`src/rtl/tsi_pkg.sv`:
```
`default_nettype none
// ----------------------------------------------------------------------------
// tsi_pkg
// Shared widths, codes and types of the timestamp sync interpolator.
// ----------------------------------------------------------------------------
package tsi_pkg;

  localparam int unsigned TIME_W         = 32;
  localparam int unsigned FIELD_W        = 24;
  localparam int unsigned STATUS_W       = 2;
  localparam int unsigned FIFO_DEPTH_DEF = 16;
  localparam int unsigned PROD_W         = FIELD_W + TIME_W + 1;
  localparam int unsigned NUM_W          = PROD_W + 1;
  localparam int unsigned QUOT_W         = FIELD_W;
  localparam logic [TIME_W-1:0] MAX_GAP_RST = 32'd5000;

  localparam logic CMD_PUSH = 1'b0;
  localparam logic CMD_SYNC = 1'b1;

  typedef enum logic [STATUS_W-1:0] {
    ST_OK    = 2'd0,
    ST_EARLY = 2'd1,
    ST_GAP   = 2'd2,
    ST_FEW   = 2'd3
  } status_e;

  typedef logic [1:0] axis_t;
  localparam axis_t AX_X = 2'd0;
  localparam axis_t AX_Y = 2'd1;
  localparam axis_t AX_Z = 2'd2;

  typedef struct packed {
    logic [TIME_W-1:0]         time_stamp;
    logic signed [FIELD_W-1:0] x;
    logic signed [FIELD_W-1:0] y;
    logic signed [FIELD_W-1:0] z;
  } sample_t;

  typedef struct packed {
    logic    push;
    logic    latch_req;
    logic    drop;
    logic    copy_front;
    logic    mul0;
    logic    mul1;
    logic    mul2;
    logic    div_start;
    logic    store;
    logic    out_load;
    axis_t   ax;
    status_e status;
  } ctrl_cmd_t;

  typedef struct packed {
    logic fill_ge2;
    logic fill_ge3;
    logic t0_gt;
    logic t1_lt;
    logic gap_bad;
    logic times_eq;
    logic div_done;
    logic out_free;
  } dp_stat_t;

  function automatic logic signed [FIELD_W-1:0] pick_axis(sample_t s, axis_t ax);
    logic signed [FIELD_W-1:0] v;
    unique case (ax)
      AX_X:    v = s.x;
      AX_Y:    v = s.y;
      default: v = s.z;
    endcase
    return v;
  endfunction

endpackage
`default_nettype wire

```
`src/rtl/tsi_div.sv`:
```
`default_nettype none
// ----------------------------------------------------------------------------
// tsi_div
// Restoring divider, one quotient bit a cycle, truncating toward zero.
// ----------------------------------------------------------------------------
module tsi_div (
  input  wire logic                              clk_i,
  input  wire logic                              rst_ni,
  input  wire logic                              start_i,
  input  wire logic signed [tsi_pkg::NUM_W-1:0]  num_i,
  input  wire logic [tsi_pkg::TIME_W-1:0]        den_i,
  output logic                                   done_o,
  output logic signed [tsi_pkg::QUOT_W-1:0]      quot_o
);
  import tsi_pkg::*;

  localparam int unsigned CNT_W = $clog2(QUOT_W + 1);

  logic              run_q;
  logic [CNT_W-1:0]  cnt_q;
  logic              neg_q;
  logic [TIME_W-1:0] rem_q;
  logic [TIME_W-1:0] den_q;
  logic [QUOT_W-1:0] sh_q;
  logic [NUM_W-1:0]  mag;
  logic [TIME_W:0]   rem2;
  logic [TIME_W:0]   diff;
  logic              ge;

  // |num| <= den * 2^23 < den * 2^24, so the upper part already lies below den
  assign mag  = num_i[NUM_W-1] ? NUM_W'(-num_i) : NUM_W'(num_i);
  assign rem2 = {rem_q, sh_q[QUOT_W-1]};
  assign diff = rem2 - {1'b0, den_q};
  assign ge   = (rem2 >= {1'b0, den_q});

  always_ff @(posedge clk_i or negedge rst_ni) begin
    if (!rst_ni) begin
      run_q <= 1'b0;
      cnt_q <= '0;
    end else if (start_i) begin
      run_q <= 1'b1;
      cnt_q <= CNT_W'(QUOT_W);
    end else if (run_q) begin
      cnt_q <= cnt_q - CNT_W'(1);
      if (cnt_q == CNT_W'(1)) run_q <= 1'b0;
    end
  end

  always_ff @(posedge clk_i) begin
    if (start_i) begin
      neg_q <= num_i[NUM_W-1];
      rem_q <= mag[QUOT_W +: TIME_W];
      sh_q  <= mag[QUOT_W-1:0];
      den_q <= den_i;
    end else if (run_q) begin
      rem_q <= ge ? diff[TIME_W-1:0] : rem2[TIME_W-1:0];
      sh_q  <= {sh_q[QUOT_W-2:0], ge};
    end
  end

  assign done_o = run_q && (cnt_q == CNT_W'(1));
  assign quot_o = neg_q ? QUOT_W'(-sh_q) : QUOT_W'(sh_q);

endmodule
`default_nettype wire

```
`config.mk`:
```
export PLATFORM = sky130hd
export DESIGN_NAME = tsi_div
export DESIGN_NICKNAME = d
export VERILOG_FILES = /design/src/rtl/tsi_pkg.sv /design/src/rtl/tsi_div.sv
export SDC_FILE = /design/constraint.sdc
export NUM_CORES = 1
export LEC_CHECK = 0
export BUFFER_PORTS_ARGS = -buffer_cell sky130_fd_sc_hd__buf_2
export CORE_MARGIN = 5
export CORE_UTILIZATION = 61
export CTS_BUF_LIST = sky130_fd_sc_hd__clkbuf_8
export DETAILED_ROUTE_END_ITERATION = 10
export GPL_ROUTABILITY_DRIVEN = 0
export HOLD_SLACK_MARGIN = 0.08
export PLACE_DENSITY = 0.89
export SYNTH_ARGS = -nofsm -noshare
export SYNTH_HDL_FRONTEND = slang
export SYNTH_SLANG_ARGS = --single-unit
```
`constraint.sdc`:
```
create_clock -name clk_i -period 5.3 [get_ports clk_i]
set_clock_uncertainty 0.1 [all_clocks]
set_input_delay 0.265 -clock clk_i [delete_from_list [all_inputs] [get_ports clk_i]]
set_output_delay 0.265 -clock clk_i [all_outputs]
set_load 0.01 [all_outputs]
```
# After elaboration in Yosys (flattened, before gate mapping)
# Index checks and enable logic that the tools add are counted.
[classes] addsub=4 multipliers=0 div=0 order_cmp=1 n_eq_ne=1 shifts=0 n_mux=12 bitwise_logic=0 n_reduce_logical=2
[op_table] cell="32-bit 2-to-1 mux" count=3
[op_table] cell="24-bit 2-to-1 mux" count=3
[op_table] cell="56-bit 2-to-1 mux" count=1
[op_table] cell="56-bit negator" count=1
[op_table] cell="33-bit by 32-bit greater-or-equal comparator with 1-bit output" count=1
[op_table] cell="32-bit subtractor" count=1
[op_table] cell="24-bit negator" count=1
[op_table] cell="5-bit 2-to-1 mux" count=2
[op_table] cell="5-bit by 1-bit == test with 1-bit output, second input constant" count=1
[op_table] cell="5-bit by 1-bit subtractor with 5-bit output, second input constant" count=1
[op_table] cell="1-bit 2-to-1 mux" count=3
[op_table] cell="2-bit nonzero test" count=1
[op_table] cell="1-bit logical AND" count=1
[word_totals] reg_bits=95 latch_bits=0 ramBits=0 romBits=0 input_bits=93 output_inout_bits=25 word_cells=26 n_memories=0

# Logic depth before layout (Yosys ltp)
[depth] depth_word=4 depth_mapped=12 ltp_nobuf=12

# Least setup slack after synthesis
# Ideal clock, no wire load.
[synth_timing] path_kind="flip-flop to flip-flop" startpoint="register sh_q[23]" endpoint="register rem_q[30], data pin" setup_time_ns=0.157 t_arrival_ns=2.585 t_required_ns=5.043 setup_slack_ns=2.458 stages_incl_launch_ff=13 path_buffers=0 synth_period_minus_slack_ns=2.842 path_cell_list="edfxtp_1 -> inv_1 -> ha_1 -> inv_1 -> fa_1 -> a21oi_1 -> o211ai_1 -> a21oi_1 -> a21oi_1 -> a221oi_1 -> o21ai_0 -> a32o_1 -> nor3_1"
[synth_via] elab_chain_len=4 elab_cells_between_ends=5 cone_classes="1 x add/sub; 1 x order compare; 3 x mux"
[synth_rtl] element="start, declared" line_no="tsi_div.sv:24" text="logic [QUOT_W-1:0] sh_q;"
[synth_rtl] element="start signal, assigned" line_no="tsi_div.sv:53" text="sh_q <= mag[QUOT_W-1:0];"
[synth_rtl] element="start signal, assigned" line_no="tsi_div.sv:57" text="sh_q <= {sh_q[QUOT_W-2:0], ge};"
[synth_rtl] element="32-bit subtractor or 33-bit by 32-bit greater-or-equal comparator with 1-bit output (tied branches)" line_no="tsi_div.sv:33, tsi_div.sv:34"
[synth_rtl] element="32-bit 2-to-1 mux *" line_no="tsi_div.sv:56" text="rem_q <= ge ? diff[TIME_W-1:0] : rem2[TIME_W-1:0];"
[synth_rtl] element="32-bit 2-to-1 mux *" line_no="tsi_div.sv:55" text="end else if (run_q) begin"
[synth_rtl] element="32-bit 2-to-1 mux *" line_no="tsi_div.sv:50" text="if (start_i) begin"
[synth_rtl] element="end signal, assigned" line_no="tsi_div.sv:52" text="rem_q <= mag[QUOT_W +: TIME_W];"
[synth_rtl] element="end signal, assigned" line_no="tsi_div.sv:56"
[synth_rtl] element="end, declared" line_no="tsi_div.sv:22" text="logic [TIME_W-1:0] rem_q;"
# Every way passes the cells marked *; elsewhere a longest branch is shown, timed or not. The select of a mux whose other input is x is not followed.
# A chain may end at the register's enable or synchronous reset.

# Worst setup path after layout
[layout_timing] startpoint="register rem_q[15]" endpoint="register rem_q[19], data pin"
[layout_via] elab_chain_len=4 elab_cells_between_ends=5 cone_classes="1 x add/sub; 1 x order compare; 3 x mux"
[layout_rtl] element="32-bit subtractor or 33-bit by 32-bit greater-or-equal comparator with 1-bit output (tied branches)" line_no="tsi_div.sv:33, tsi_div.sv:34"
[layout_rtl] element="32-bit 2-to-1 mux *" line_no="tsi_div.sv:56"
[layout_rtl] element="32-bit 2-to-1 mux *" line_no="tsi_div.sv:55"
[layout_rtl] element="32-bit 2-to-1 mux *" line_no="tsi_div.sv:50"
# Marks and branches as above.

==> flow_summary.toml <==
[logic_synthesis]
synth_top_cell_area_share_pct = 36.0
syn_inst = 796
syn_nets = 926
ys_ff_latch = 95
yosys.cell_count.top_type = "edfxtp_1"
ys_top_cells_by_area = "edfxtp_1 (36%), xor2_1 (6.2%), mux2i_1 (6.2%), ha_1 (6.1%), xnor2_1 (5.9%)"
synth_compound_area_share_pct = 18.0
muxShareOfSynthArea_pct = 6.35
synth_fa_ha_area_share_pct = 6.33
synth_largest_area_cell = "edfxtp_1"
synthArstFlopShare_pct = 6.32
synth_xor_area_share_pct = 12.1
yosys.area_share.simple_pct = 14.6
syn_avg_cell_area_um2 = 9.34
synth_edf_count = 89
ys_top_cells_by_count = "edfxtp_1 (89), a21oi_1 (66), nor2_1 (58)"
synth_cell_types = 62
yosysWarnings = 0
synth_top_family_by_area = "compound AO/OA/AOI/OAI gates"
seq_area_frac_synth_pct = 38.0
synth_area_um2 = 7430
synth-main-ff-cell = "edfxtp_1"

[power_and_ir_drop]
pwr-share-seq_pct = 31.7
power_mw = 3.77
power_switching_mw = 1.60
worst_ir_drop_vdd_mv = 0.241
clkPwrFrac_pct = 13.8
p_sw_share_pct = 42.5
leakage_nw = 3.67
power-per-cell-area_nw_per_um2 = 436
p_int_mw = 2.17
p_comb_share_pct = 54.5

[global_route]
globalRouteMet3Util_pct = 7.06
overflow = 0
grt_pass1_vias = 6437
grt.busiest_layer = "met2"
antenna_found_initial = 1
grt_max_degree = 74
use_met1_pct = 33.4
grt_util_all_layers_pct = 26.5
use_met2_pct = 45.4
grt_pass1_wl_um = 31000

[route]
wl_um = 18900
drc = 0
drtPass1Iterations = 5
first_iter_violations = 530
via_count = 6534
ant_nets = 0
routedWlPerCell_um = 17.5
via_per_inst = 6.06

[status]
run_status = "complete, no violations"

[finish]
fillers = 880
area_growth_syn_to_layout_pct = 16.3
final_nets = 1056
final_layout_size_suffix_gt1_share_pct = 16.6
final_area_um2 = 8640

[timing]
worstMarginPinSlew_ps = 1140
finalSetupViolCount = 0
maxSlewViolCount = 0
min_period_ps = 3730
finalHoldViolations = 0
relSlewSlack_pct = 23.3
fmax_mhz = 268
finalCritPeriodShare_pct = 70.4
setup_tns_ps = 0
rsz0062_at_grt = "false"

[critical_path]
cp-end-kind = "flip-flop"
rr_endpoint = "rem_q[19]"
critPathKind = "flip-flop to flip-flop"
required_ps = 5330
r2r_slack_ps = 1570
arrival_ps = 3760
reg2reg_from = "rem_q[15]"
start_kind = "flip-flop"
reg2reg_depth = 10
cp_max_fo = 23

[placement]
dpl.hpwl_um = 13800
placed_area_um2 = 8110
portBuffers = 116

[floorplan]
die_y_um = 120
coreArea_um2 = 12000
fp-row-count = 40
io_pins = 118
die_w_um = 120
initial_core_util_pct = 62.1
fp.dieArea_um2 = 14500

[clock_tree]
cts.sinks = 95
htreeDepth = 3
cts_resized = 0
tritoncts = "built"
postCtsSetupBuffers = 0
root_buffer = "clkbuf_8"
clk_transition_reported_paths_ps = 110
clkLatencyLatePin_ps = 410
cts_buffer_depth = 2
numCtsBuffers = 9
cts_hold_buf = 33

[worst_hold_path]
hp-class = "input pin to async pin"

[run]
max_cap_violations = 0
==> critical path: stages (launching register included) <==
cell,delay (ps)
edfxtp_1,430
ha_1,430
nand4_1,260
o211ai_1,190
a21oi_1,120
o21ai_0,160
nand3_1,270
o21ai_4,820
buf_4,360
mux2i_1,220
mux2i_1,90
==> power by group through the flow <==
stage / Sequential, mW / Clock [mW] / Combinational [mW]
after CTS: 1.19 / 0.530 / 2.02
after floorplan: 1.16 / 0 / 1.55
after detailed placement: 1.20 / 0 / 1.99
after global routing: 1.21 / 0.559 / 2.26
after global placement: 1.20 / 0 / 1.93
final: 1.19 / 0.522 / 2.05
==> stage by stage <==
step	cells	worst slack (ps)	utilization [%]	hold WS [ps]
finish	1079	1570	72.3	117
global route	1079	1310	72.3	112
CTS	1078	1600	72.2	83.3
detailed placement	1029	1640	67.8	-7.22
global placement	1029	1650	67.8	-7.34
floorplan	796	2460	-	-131
==> placed cells by master, fill, tap and decap left out, types with 3 or more instances in the layout <==
cell and count:
and3_1 4, a21oi_1 66, dlygate4sd3_1 33, o21a_1 4, or2_2 5, nand3_1 14, a21o_1 6, xor2_1 53
edfxtp_1 89, a211o_1 3, or4_1 5, nand4_1 9, nand2b_1 12, nor3_1 14, xnor2_1 50, o21bai_1 6
or3_1 6, inv_1 54, nor2_1 58, buf_4 6, clkbuf_8 9, ha_1 36, o31ai_1 24, o21ai_0 56
nand2_1 56, mux2i_1 46, nor3b_1 3, o41ai_1 10, a211oi_1 3, nor4_1 12, dfrtp_1 6, nor2b_1 6
o211ai_1 9, buf_2 115, inv_6 3
==> layout make-up <==
cell class	instances	area, um2	share of cell area (%)
Sequential cell	95	2820	32.7
Antenna cell	1	2.50	0.0290
Tap cell	147	184	2.13
Multi-Input combinational cell	613	4280	49.5
Clock inverter	7	78.8	0.912
Timing Repair Buffer	154	951	11.0
Inverter	53	199	2.30
Clock buffer	9	124	1.43
==> flip-flops by register name, indices dropped and copies added (netlist names) <==
signal,cells
cnt_q,5
den_q,32
neg_q,1
rem_q,32
run_q,1
sh_q,24
==> how the worst max path moves through the flow <==
stage	cells past startpoint	endpoint	from
4_1_cts	10	rem_q[19]	rem_q[0]
2_1_floorplan	12	rem_q[30]	sh_q[23]
3_5_place_dp	10	rem_q[19]	rem_q[0]
6_report	10	rem_q[19]	rem_q[15]
3_3_place_gp	10	rem_q[24]	rem_q[15]
5_1_grt	10	rem_q[22]	rem_q[15]
==> cell families after synthesis <==
logic type      Yosys count
flops                    95
compound gates          210
mux                      47
simple gates            216
fa+ha+maj                37
buf+inv                  88
xor+xnor                103
==> metal layers <==
| metal | part of all wire [%] | vias to the layer above | wire (um) |
|---|---|---|---|
| met1 | 41 | 3068 | 7710 |
| li1 | - | 3169 | - |
| met2 | 50 | 273 | 9380 |
| met3 | 8.0 | 24 | 1510 |
| met5 | 0 | - | 0 |
| met4 | 1.7 | 0 | 315 |
(Power assumes the default switching activity.)
