==> src/rtl/tsi_pkg.sv <==
`default_nettype none
// ----------------------------------------------------------------------------
// tsi_pkg
// Shared widths, codes and types of the timestamp sync interpolator.
// ----------------------------------------------------------------------------
package tsi_pkg;

  localparam int unsigned TIME_W         = 32;
  localparam int unsigned FIELD_W        = 24;
  localparam int unsigned STATUS_W       = 2;
  localparam int unsigned FIFO_DEPTH_DEF = 16;
  localparam int unsigned PROD_W         = FIELD_W + TIME_W + 1;
  localparam int unsigned NUM_W          = PROD_W + 1;
  localparam int unsigned QUOT_W         = FIELD_W;
  localparam logic [TIME_W-1:0] MAX_GAP_RST = 32'd5000;

  localparam logic CMD_PUSH = 1'b0;
  localparam logic CMD_SYNC = 1'b1;

  typedef enum logic [STATUS_W-1:0] {
    ST_OK    = 2'd0,
    ST_EARLY = 2'd1,
    ST_GAP   = 2'd2,
    ST_FEW   = 2'd3
  } status_e;

  typedef logic [1:0] axis_t;
  localparam axis_t AX_X = 2'd0;
  localparam axis_t AX_Y = 2'd1;
  localparam axis_t AX_Z = 2'd2;

  typedef struct packed {
    logic [TIME_W-1:0]         time_stamp;
    logic signed [FIELD_W-1:0] x;
    logic signed [FIELD_W-1:0] y;
    logic signed [FIELD_W-1:0] z;
  } sample_t;

  typedef struct packed {
    logic    push;
    logic    latch_req;
    logic    drop;
    logic    copy_front;
    logic    mul0;
    logic    mul1;
    logic    mul2;
    logic    div_start;
    logic    store;
    logic    out_load;
    axis_t   ax;
    status_e status;
  } ctrl_cmd_t;

  typedef struct packed {
    logic fill_ge2;
    logic fill_ge3;
    logic t0_gt;
    logic t1_lt;
    logic gap_bad;
    logic times_eq;
    logic div_done;
    logic out_free;
  } dp_stat_t;

  function automatic logic signed [FIELD_W-1:0] pick_axis(sample_t s, axis_t ax);
    logic signed [FIELD_W-1:0] v;
    unique case (ax)
      AX_X:    v = s.x;
      AX_Y:    v = s.y;
      default: v = s.z;
    endcase
    return v;
  endfunction

endpackage
`default_nettype wire

==> src/rtl/tsi_ctrl.sv <==
`default_nettype none
// ----------------------------------------------------------------------------
// tsi_ctrl
// Sequencer for push, drop loop, per-axis interpolation and result hand-off.
// ----------------------------------------------------------------------------
module tsi_ctrl (
  input  wire logic               clk_i,
  input  wire logic               rst_ni,
  input  wire logic               in_valid_i,
  input  wire logic               in_cmd_i,
  output logic                    in_ready_o,
  input  wire tsi_pkg::dp_stat_t  stat_i,
  output tsi_pkg::ctrl_cmd_t      cmd_o
);
  import tsi_pkg::*;

  typedef enum logic [9:0] {
    S_IDLE  = 10'b0000000001,
    S_READ  = 10'b0000000010,
    S_EVAL  = 10'b0000000100,
    S_MUL0  = 10'b0000001000,
    S_MUL1  = 10'b0000010000,
    S_MUL2  = 10'b0000100000,
    S_DSTRT = 10'b0001000000,
    S_DIV   = 10'b0010000000,
    S_STORE = 10'b0100000000,
    S_FIN   = 10'b1000000000
  } state_e;

  state_e  state_q, state_d;
  axis_t   ax_q, ax_d;
  status_e st_q, st_d;
  logic    accept;

  assign in_ready_o = (state_q == S_IDLE);
  assign accept     = in_valid_i && in_ready_o;

  always_comb begin
    state_d = state_q;
    ax_d    = ax_q;
    st_d    = st_q;
    cmd_o   = '0;
    unique case (state_q)
      S_IDLE: begin
        if (accept) begin
          if (in_cmd_i == CMD_PUSH) begin
            cmd_o.push = 1'b1;
          end else begin
            cmd_o.latch_req = 1'b1;
            if (stat_i.fill_ge2) begin
              state_d = S_READ;
            end else begin
              st_d    = ST_FEW;
              state_d = S_FIN;
            end
          end
        end
      end
      S_READ: state_d = S_EVAL;
      S_EVAL: begin
        priority if (stat_i.t0_gt) begin
          st_d    = ST_EARLY;
          state_d = S_FIN;
        end else if (stat_i.t1_lt) begin
          cmd_o.drop = 1'b1;
          if (stat_i.fill_ge3) begin
            state_d = S_READ;
          end else begin
            st_d    = ST_FEW;
            state_d = S_FIN;
          end
        end else if (stat_i.gap_bad) begin
          cmd_o.drop = 1'b1;
          st_d       = ST_GAP;
          state_d    = S_FIN;
        end else if (stat_i.times_eq) begin
          cmd_o.copy_front = 1'b1;
          st_d             = ST_OK;
          state_d          = S_FIN;
        end else begin
          st_d    = ST_OK;
          ax_d    = AX_X;
          state_d = S_MUL0;
        end
      end
      S_MUL0: begin
        cmd_o.mul0 = 1'b1;
        state_d    = S_MUL1;
      end
      S_MUL1: begin
        cmd_o.mul1 = 1'b1;
        state_d    = S_MUL2;
      end
      S_MUL2: begin
        cmd_o.mul2 = 1'b1;
        state_d    = S_DSTRT;
      end
      S_DSTRT: begin
        cmd_o.div_start = 1'b1;
        state_d         = S_DIV;
      end
      S_DIV: begin
        if (stat_i.div_done) state_d = S_STORE;
      end
      S_STORE: begin
        cmd_o.store = 1'b1;
        if (ax_q == AX_Z) begin
          state_d = S_FIN;
        end else begin
          ax_d    = ax_q + axis_t'(1);
          state_d = S_MUL0;
        end
      end
      S_FIN: begin
        // wait for the output register to free up
        if (stat_i.out_free) begin
          cmd_o.out_load = 1'b1;
          state_d        = S_IDLE;
        end
      end
      default: state_d = S_IDLE;
    endcase
    cmd_o.ax     = ax_q;
    cmd_o.status = st_q;
  end

  always_ff @(posedge clk_i or negedge rst_ni) begin
    if (!rst_ni) begin
      state_q <= S_IDLE;
      ax_q    <= AX_X;
      st_q    <= ST_OK;
    end else begin
      state_q <= state_d;
      ax_q    <= ax_d;
      st_q    <= st_d;
    end
  end

endmodule
`default_nettype wire

==> config.mk <==
export PLATFORM = sky130hd
export DESIGN_NAME = tsi_ctrl
export DESIGN_NICKNAME = d
export VERILOG_FILES = /design/src/rtl/tsi_pkg.sv /design/src/rtl/tsi_ctrl.sv
export SDC_FILE = /design/constraint.sdc
export NUM_CORES = 1
export LEC_CHECK = 0
export BUFFER_PORTS_ARGS = -buffer_cell sky130_fd_sc_hd__clkbuf_2
export CAP_MARGIN = 25
export CORE_UTILIZATION = 49
export DETAILED_ROUTE_END_ITERATION = 16
export GPL_TIMING_DRIVEN = 1
export PLACE_DENSITY = 0.74
export SLEW_MARGIN = 20
export SYNTH_ARGS = -nofsm -noshare
export SYNTH_HDL_FRONTEND = slang
export SYNTH_SLANG_ARGS = --single-unit
==> constraint.sdc <==
create_clock -name clk_i -period 2.9 [get_ports clk_i]
set_clock_uncertainty 0.2 [all_clocks]
set_input_delay 0.58 -clock clk_i [delete_from_list [all_inputs] [get_ports clk_i]]
set_output_delay 0.58 -clock clk_i [all_outputs]
set_load 0.05 [all_outputs]
# Word-level counts from Yosys, hierarchy flattened
# Cells that the tools add are included.
[op_classes]
eq_ne = 22
n_addsub = 1
n_reduce_logical = 6
mux = 44
[op_table]
columns = ["operator", "count"]
rows = [
  ["10-bit 2-to-1 mux", 11],
  ["10-bit case mux with 10 select lines", 1],
  ["2-bit 2-to-1 mux", 16],
  ["2-bit != test, second input constant", 9],
  ["1-bit 2-to-1 mux", 14],
  ["10-bit by 1-bit equality test with 1-bit output, second input constant", 1],
  ["10-bit equality test, second input constant", 1],
  ["10-bit by 2-bit equality test with 1-bit output, second input constant", 1],
  ["10-bit by 3-bit equality test with 1-bit output, second input constant", 1],
  ["10-bit by 4-bit equality test with 1-bit output, second input constant", 1],
  ["10-bit by 5-bit equality test with 1-bit output, second input constant", 1],
  ["10-bit by 6-bit equality test with 1-bit output, second input constant", 1],
  ["10-bit by 7-bit equality test with 1-bit output, second input constant", 1],
  ["10-bit by 8-bit equality test with 1-bit output, second input constant", 1],
  ["10-bit by 9-bit equality test with 1-bit output, second input constant", 1],
  ["2-bit case mux with 2 select lines", 2],
  ["6-bit AND reduction", 1],
  ["5-bit AND reduction", 1],
  ["4-bit != test, second input constant", 1],
  ["4-bit AND reduction", 1],
  ["2-bit nonzero test", 2],
  ["2-bit by 1-bit adder with 2-bit output, second input constant", 1],
  ["2-bit equality test, second input constant", 1],
  ["2-bit by 1-bit != test with 1-bit output, second input constant", 1],
  ["1-bit logical AND", 1],
]
[word_totals]
input_bits = 12
ff_bits = 14
out_inout_bits = 15

# Longest topological paths before layout
# Gate-level depths: netlist of the first run.
[depth]
ltp_word = 5
mapped_depth = 6
ltp_nobuf = 5

# Worst setup path after synthesis of the first run
# Ideal clock, no wire load.
[synth_timing]
path_type = "register -> output"
startpoint = "reg state_q[4]"
endpoint = "out cmd_o[13] (netlist name)"
arrival_ns = 2.711
t_required_ns = 2.120
stages_incl_launch_ff = 5
setup_slack_ns = -0.591
path_cell_list = "dfrtp_1 -> buf_6 -> or4_4 -> or4b_4 -> nor3b_1"
[synth_lines]
columns = ["item", "line", "rtl"]
rows = [
  ["from (decl)", "tsi_ctrl.sv:30", "state_e state_q, state_d;"],
  ["from (signal assigned)", "tsi_ctrl.sv:133", "state_q <= state_d;"],
  ["to (decl)", "tsi_ctrl.sv:13", "output tsi_pkg::ctrl_cmd_t cmd_o"],
]

==> metrics.yaml, run 1 <==
firstDrtPassIters: 4
io_buffers: 26
vdd_ir_drop_max_v: 0.000630
grt_max_degree: 15
wl_per_cell_um: 14.1
ys_types: 38
power_density_nw_per_um2: 776
area_growth_pct: 41.6
cts_tree: "yes"
maxCapViolations: 0
clock_latency_ps: 290
finalInstanceArea_sq_um: 1250
violations: "negative setup slack"
clock.fmax_mhz: 331
slew_headroom: 0.764
yosysSeqAreaShare: 0.398
synth_flop_cell: "dfrtp_1"
dp.cells: 150
ios: 27
start_util: 0.554
die_w_um: 44.5
diodes: 0
slew_violations: 0
cts_made_buffers: 3
start_kind: "register"
post-route-min-period_ps: 3020
finalHoldViolCount: 0
r2r-end: "state_q[0]"
fp.dieH_um: 44.5
finalCritPeriodShare: 1.04
drt_iter0_markers: 32
route.detailed.drc: 0
crit_end: "cmd_o[12]"
synth_nets: 111
synth_cells: 98
finalSetupViolCount: 3
critPathCaptureType: "primary output"
r2r-start: "state_q[5]"
crit_type: "register to primary output"
hold_path_depth: 1
grt_usage: 0.234
grt_pass1_vias: 791
power.leakage_nw: 0.572
setup_slack_ps: -125
r2r_slack_ps: 660
antenna_found_initial: 0
dp_hpwl_um: 1600
vias_per_cell: 5.67
cp.required_ps: 2120
nFillCells: 107
drive_gt1_frac: 0.412
synth_common_cells: "dfrtp_1 (13), nor2_1 (13), nand2b_1 (7), nor3b_1 (7)"
rsz0062_at_grt: "true"
status: "complete, but fails checks"
yosysTopAreaCell: "dfrtp_1"
fin_cells: 160
netlist_area_sq_um: 883
postRouteAntennaNets: 0
die_area_sq_um: 1980
path_max_fanout: 5
drt_wl_total_um: 2250
ys_seq_elements: 14
grt_pass1_wl_um: 3390
placed_cell_area_sq_um: 1080
cts_root_buf: "clkbuf_4"
ys_warn_count: 0
core_region_area_sq_um: 1590
synth_edf_count: 0
synth_top_area_frac: 0.368
tightest_slew_ps: 352
via_count: 907
path_clk_slew_ps: 80
clkSinkCount: 14
hp-class: "register to register"
tns_ps: -249
std_cell_rows: 14
overflow: 0
gp_congestion: 0.795
async_flop_share: 1.00
ctsHtreeMaxLevel: 1
clockBufferDepth: 2
finish.utilization: 0.785
startpoint: "state_q[5]"
worstPathArrival_ps: 2240
ff2ff_path_depth: 4
avgSynthCellArea_sq_um: 9.01
nets: 150
synthTopCellsByArea: "dfrtp_1 (37%), nor3b_1 (5.9%), nor2_1 (5.5%)"
==> state kept, by name (all words and copies together) (netlist names) <==
name     cells
ax_q         2
st_q         2
state_q     10
==> worst min-delay path by stage <==
stage | start | endpoint | slack [ps]
after global placement | st_q[0] | st_q[0] | 280
final | st_q[0] | st_q[0] | 300
after CTS | stat_i[1] | state_q[7] | 300
after floorplan | rst_ni | ax_q[0] | 80
after detailed placement | st_q[0] | st_q[0] | 290
after global routing | stat_i[1] | state_q[7] | 300
==> cell usage in the layout (no fill, tap or decap), drive strengths merged, types with 2 or more instances in the layout <==
| cell type | instances |
|---|---|
| and3 | 3 |
| buf | 17 |
| dfrtp | 13 |
| clkbuf | 24 |
| nor2 | 13 |
| nor4 | 4 |
| nand2 | 6 |
| nor3b | 7 |
| xnor2 | 3 |
| nor3 | 6 |
| nand2b | 7 |
| a21oi | 2 |
| or4 | 2 |
| inv | 3 |
| o21ai | 5 |
==> report_power, final <==
group	internal [W]	leakage, nW	switching, W	total, W
sequential	0.000238	0.171	0.0000420	0.000280
clock	0.0000765	0.0210	0.0000689	0.000145
combinational	0.000214	0.380	0.000332	0.000546
==> per-layer routing <==
metal / GRT usage / vias up / wire [um]
met5: 0 / - / 0
met1: 0.298 / 444 / 969
met2: 0.397 / 23 / 1170
met3: 0.0653 / 0 / 105
met4: 0.0485 / 0 / 0
li1: - / 440 / -
==> critical path, cell delays in order (launching register included) <==
cell and delay (ps):
dfrtp_1 390, or4_4 550, or4b_4 590, buf_4 170, nor2_4 110, buf_8 150
==> cell type report <==
cell class | count | area [sq um] | area share
tap | 24 | 30.0 | 0.0240
multi-input combinational | 77 | 556 | 0.444
inverter | 3 | 11.3 | 0.00900
timing repair buffer | 38 | 267 | 0.213
sequential | 14 | 352 | 0.281
clock buffer | 4 | 36.3 | 0.0290
==> what timing repair did <==
action	CTS	global route
setup buffers	1	4
endpoints found under the setup margin	8	10
gates resized for setup	8	24
endpoints found under the hold margin	13	0
hold buffers	1	0
pin swaps	0	6
==> metrics by stage <==
stage | worst slack [ps] | power, W | hold slack [ps]
final | -125 | 0.000971 | 301
after global routing | -169 | 0.00102 | 301
after CTS | -90.8 | 0.000903 | 297
after detailed placement | 124 | 0.000734 | 288
after global placement | 149 | 0.000724 | 284
after floorplan | -105 | 0.000613 | 84.4
==> kinds of logic (layout without fill, tap and decap cells) <==
kind of cell               after synthesis  count (layout)  share of synthesized area
xor gates and xnor gates                 3               3                     0.0298
and+or+nand+nor                         54              54                      0.364
AOI/OAI and AO/OA                       18              18                      0.144
buffers and inverters                    7              45                     0.0382
adders and majority gates                1               1                     0.0142
muxes                                    1               1                     0.0113
DFF                                     14              14                      0.398
Note: power is estimated with default switching activity, not from simulation.
==> inputs of run 2 (changes only) <==
==> constraint.sdc (replaced) <==
create_clock -name clk_i -period 2.9 [get_ports clk_i]
set_clock_uncertainty 0.2 [all_clocks]
set_input_delay 0.435 -clock clk_i [delete_from_list [all_inputs] [get_ports clk_i]]
set_output_delay 0.435 -clock clk_i [all_outputs]
set_load 0.05 [all_outputs]
==> metrics.yaml, run 2 (synthesis gave the netlist of run 1 again) <==
path_max_fanout: 5
die_area_sq_um: 1980
tns_ps: 0
start_util: 0.554
grt_max_degree: 15
finalCritPeriodShare: 0.980
clockBufferDepth: 2
cts_made_buffers: 3
ios: 27
finalHoldViolCount: 0
dp_hpwl_um: 1520
final_cell_mix: "clkbuf_2 (22), nor2_1 (13), dfrtp_1 (12)"
maxCapViolations: 0
area_growth_pct: 31.0
ff2ff_path_depth: 4
cts_tree: "yes"
grt_pass1_vias: 794
hp-class: "primary input to register"
layout_commonest_cell: "clkbuf_2"
vias_per_cell: 5.74
die_w_um: 44.5
post-route-min-period_ps: 2840
hold_slack_ps: 148
crit_type: "register to primary output"
cp.required_ps: 2270
finalSetupViolCount: 0
path_clk_slew_ps: 90
tightest_slew_ps: 492
io_buffers: 26
worstPathArrival_ps: 2210
antenna_found_initial: 0
drt_wl_total_um: 2090
drive_gt1_frac: 0.374
fp.dieH_um: 44.5
firstDrtPassIters: 4
rsz0062_at_grt: "false"
clock_latency_ps: 290
vdd_ir_drop_max_v: 0.000548
path_buf_inv: 1
route.detailed.drc: 0
cpMaxStageDelayCell: "or4_4"
ctsHtreeMaxLevel: 1
status: "finished, final reports clean"
cp.depth: 4
slew_violations: 0
power.leakage_nw: 0.533
grt_pass1_wl_um: 3310
cts_root_buf: "clkbuf_4"
slew_headroom: 0.669
largest-register: "state_q"
hold_path_depth: 2
clkSinkCount: 14
crit_family: "simple AND/OR/NAND/NOR gates"
power_density_nw_per_um2: 764
critPathCaptureType: "primary output"
r2r_slack_ps: 680
largest_reg_flops: 10
overflow: 0
gp_congestion: 0.891
critPathMaxStageDelay_ps: 540
core_region_area_sq_um: 1590
path_cells: "or4_4 > or4b_4 > nor3b_2 > clkbuf_8"
diodes: 0
via_count: 889
reg.largest.list: "state_q (10), ax_q (2), st_q (2)"
std_cell_rows: 14
clock.fmax_mhz: 352
wl_per_cell_um: 13.5
postRouteAntennaNets: 0
grt_usage: 0.225
nets: 145
start_kind: "register"
drt_iter0_markers: 14
==> run 2: final cells by class <==
| type | count | area, sq um |
|---|---|---|
| Fill cell | 118 | 437 |
| Tap cell | 24 | 30.0 |
| Multi-Input combinational cell | 77 | 528 |
| Sequential cell | 14 | 353 |
| Clock buffer | 4 | 36.3 |
| Inverter | 3 | 11.3 |
| Timing Repair Buffer | 33 | 199 |
==> run 2: worst paths after layout <==
path / from / to
max: state_q[5] / cmd_o[13]
max reg2reg: state_q[5] / state_q[9]
min in group asynchronous: rst_ni / state_q[2]
min: stat_i[1] / state_q[7]
max in group asynchronous: rst_ni / state_q[0]
min reg2reg: ax_q[0] / ax_q[0]
==> run 2: metrics by stage <==
stage / setup slack [ps] / power (W) / instances / area (sq um) / util
2_1_floorplan: 40.3 / 0.000613 / 98 / 898 / -
3_3_place_gp: 259 / 0.000703 / 147 / 1060 / 0.664
3_5_place_dp: 175 / 0.000708 / 147 / 1060 / 0.664
4_1_cts: 8.31 / 0.000863 / 153 / 1130 / 0.708
5_1_grt: 11.8 / 0.000929 / 155 / 1160 / 0.726
6_report: 57.7 / 0.000884 / 155 / 1160 / 0.726
==> run 2: what timing repair did <==
action | 4_1_cts | 5_1_grt
hold buffers | 1 | 0
pin swaps | 0 | 3
buffers inserted | 1 | 2
setup endpoints to repair | 4 | 7
resized for setup | 4 | 6
endpoints found under the hold margin | 13 | 0
==> run 2: worst reg2reg max path, cell delays in order (launching register included) <==
cell,delay [ps]
dfrtp_1,410
or4_4,540
or4b_4,540
a21oi_1,300
o31ai_2,110
==> run 2: power breakdown <==
part | total [W] | switching [W] | internal, W
Clock | 0.000147 | 0.0000705 | 0.0000765
Combinational | 0.000452 | 0.000295 | 0.000158
Sequential | 0.000285 | 0.0000470 | 0.000237
Total | 0.000884 | 0.000412 | 0.000472
==> run 2: layer usage <==
metal	vias to the layer above	global-route usage	share of wire
met5	-	0	0
met2	36	0.376	0.51
li1	428	-	-
met1	421	0.287	0.43
met4	0	0.0970	0.0067
met3	4	0.0367	0.058
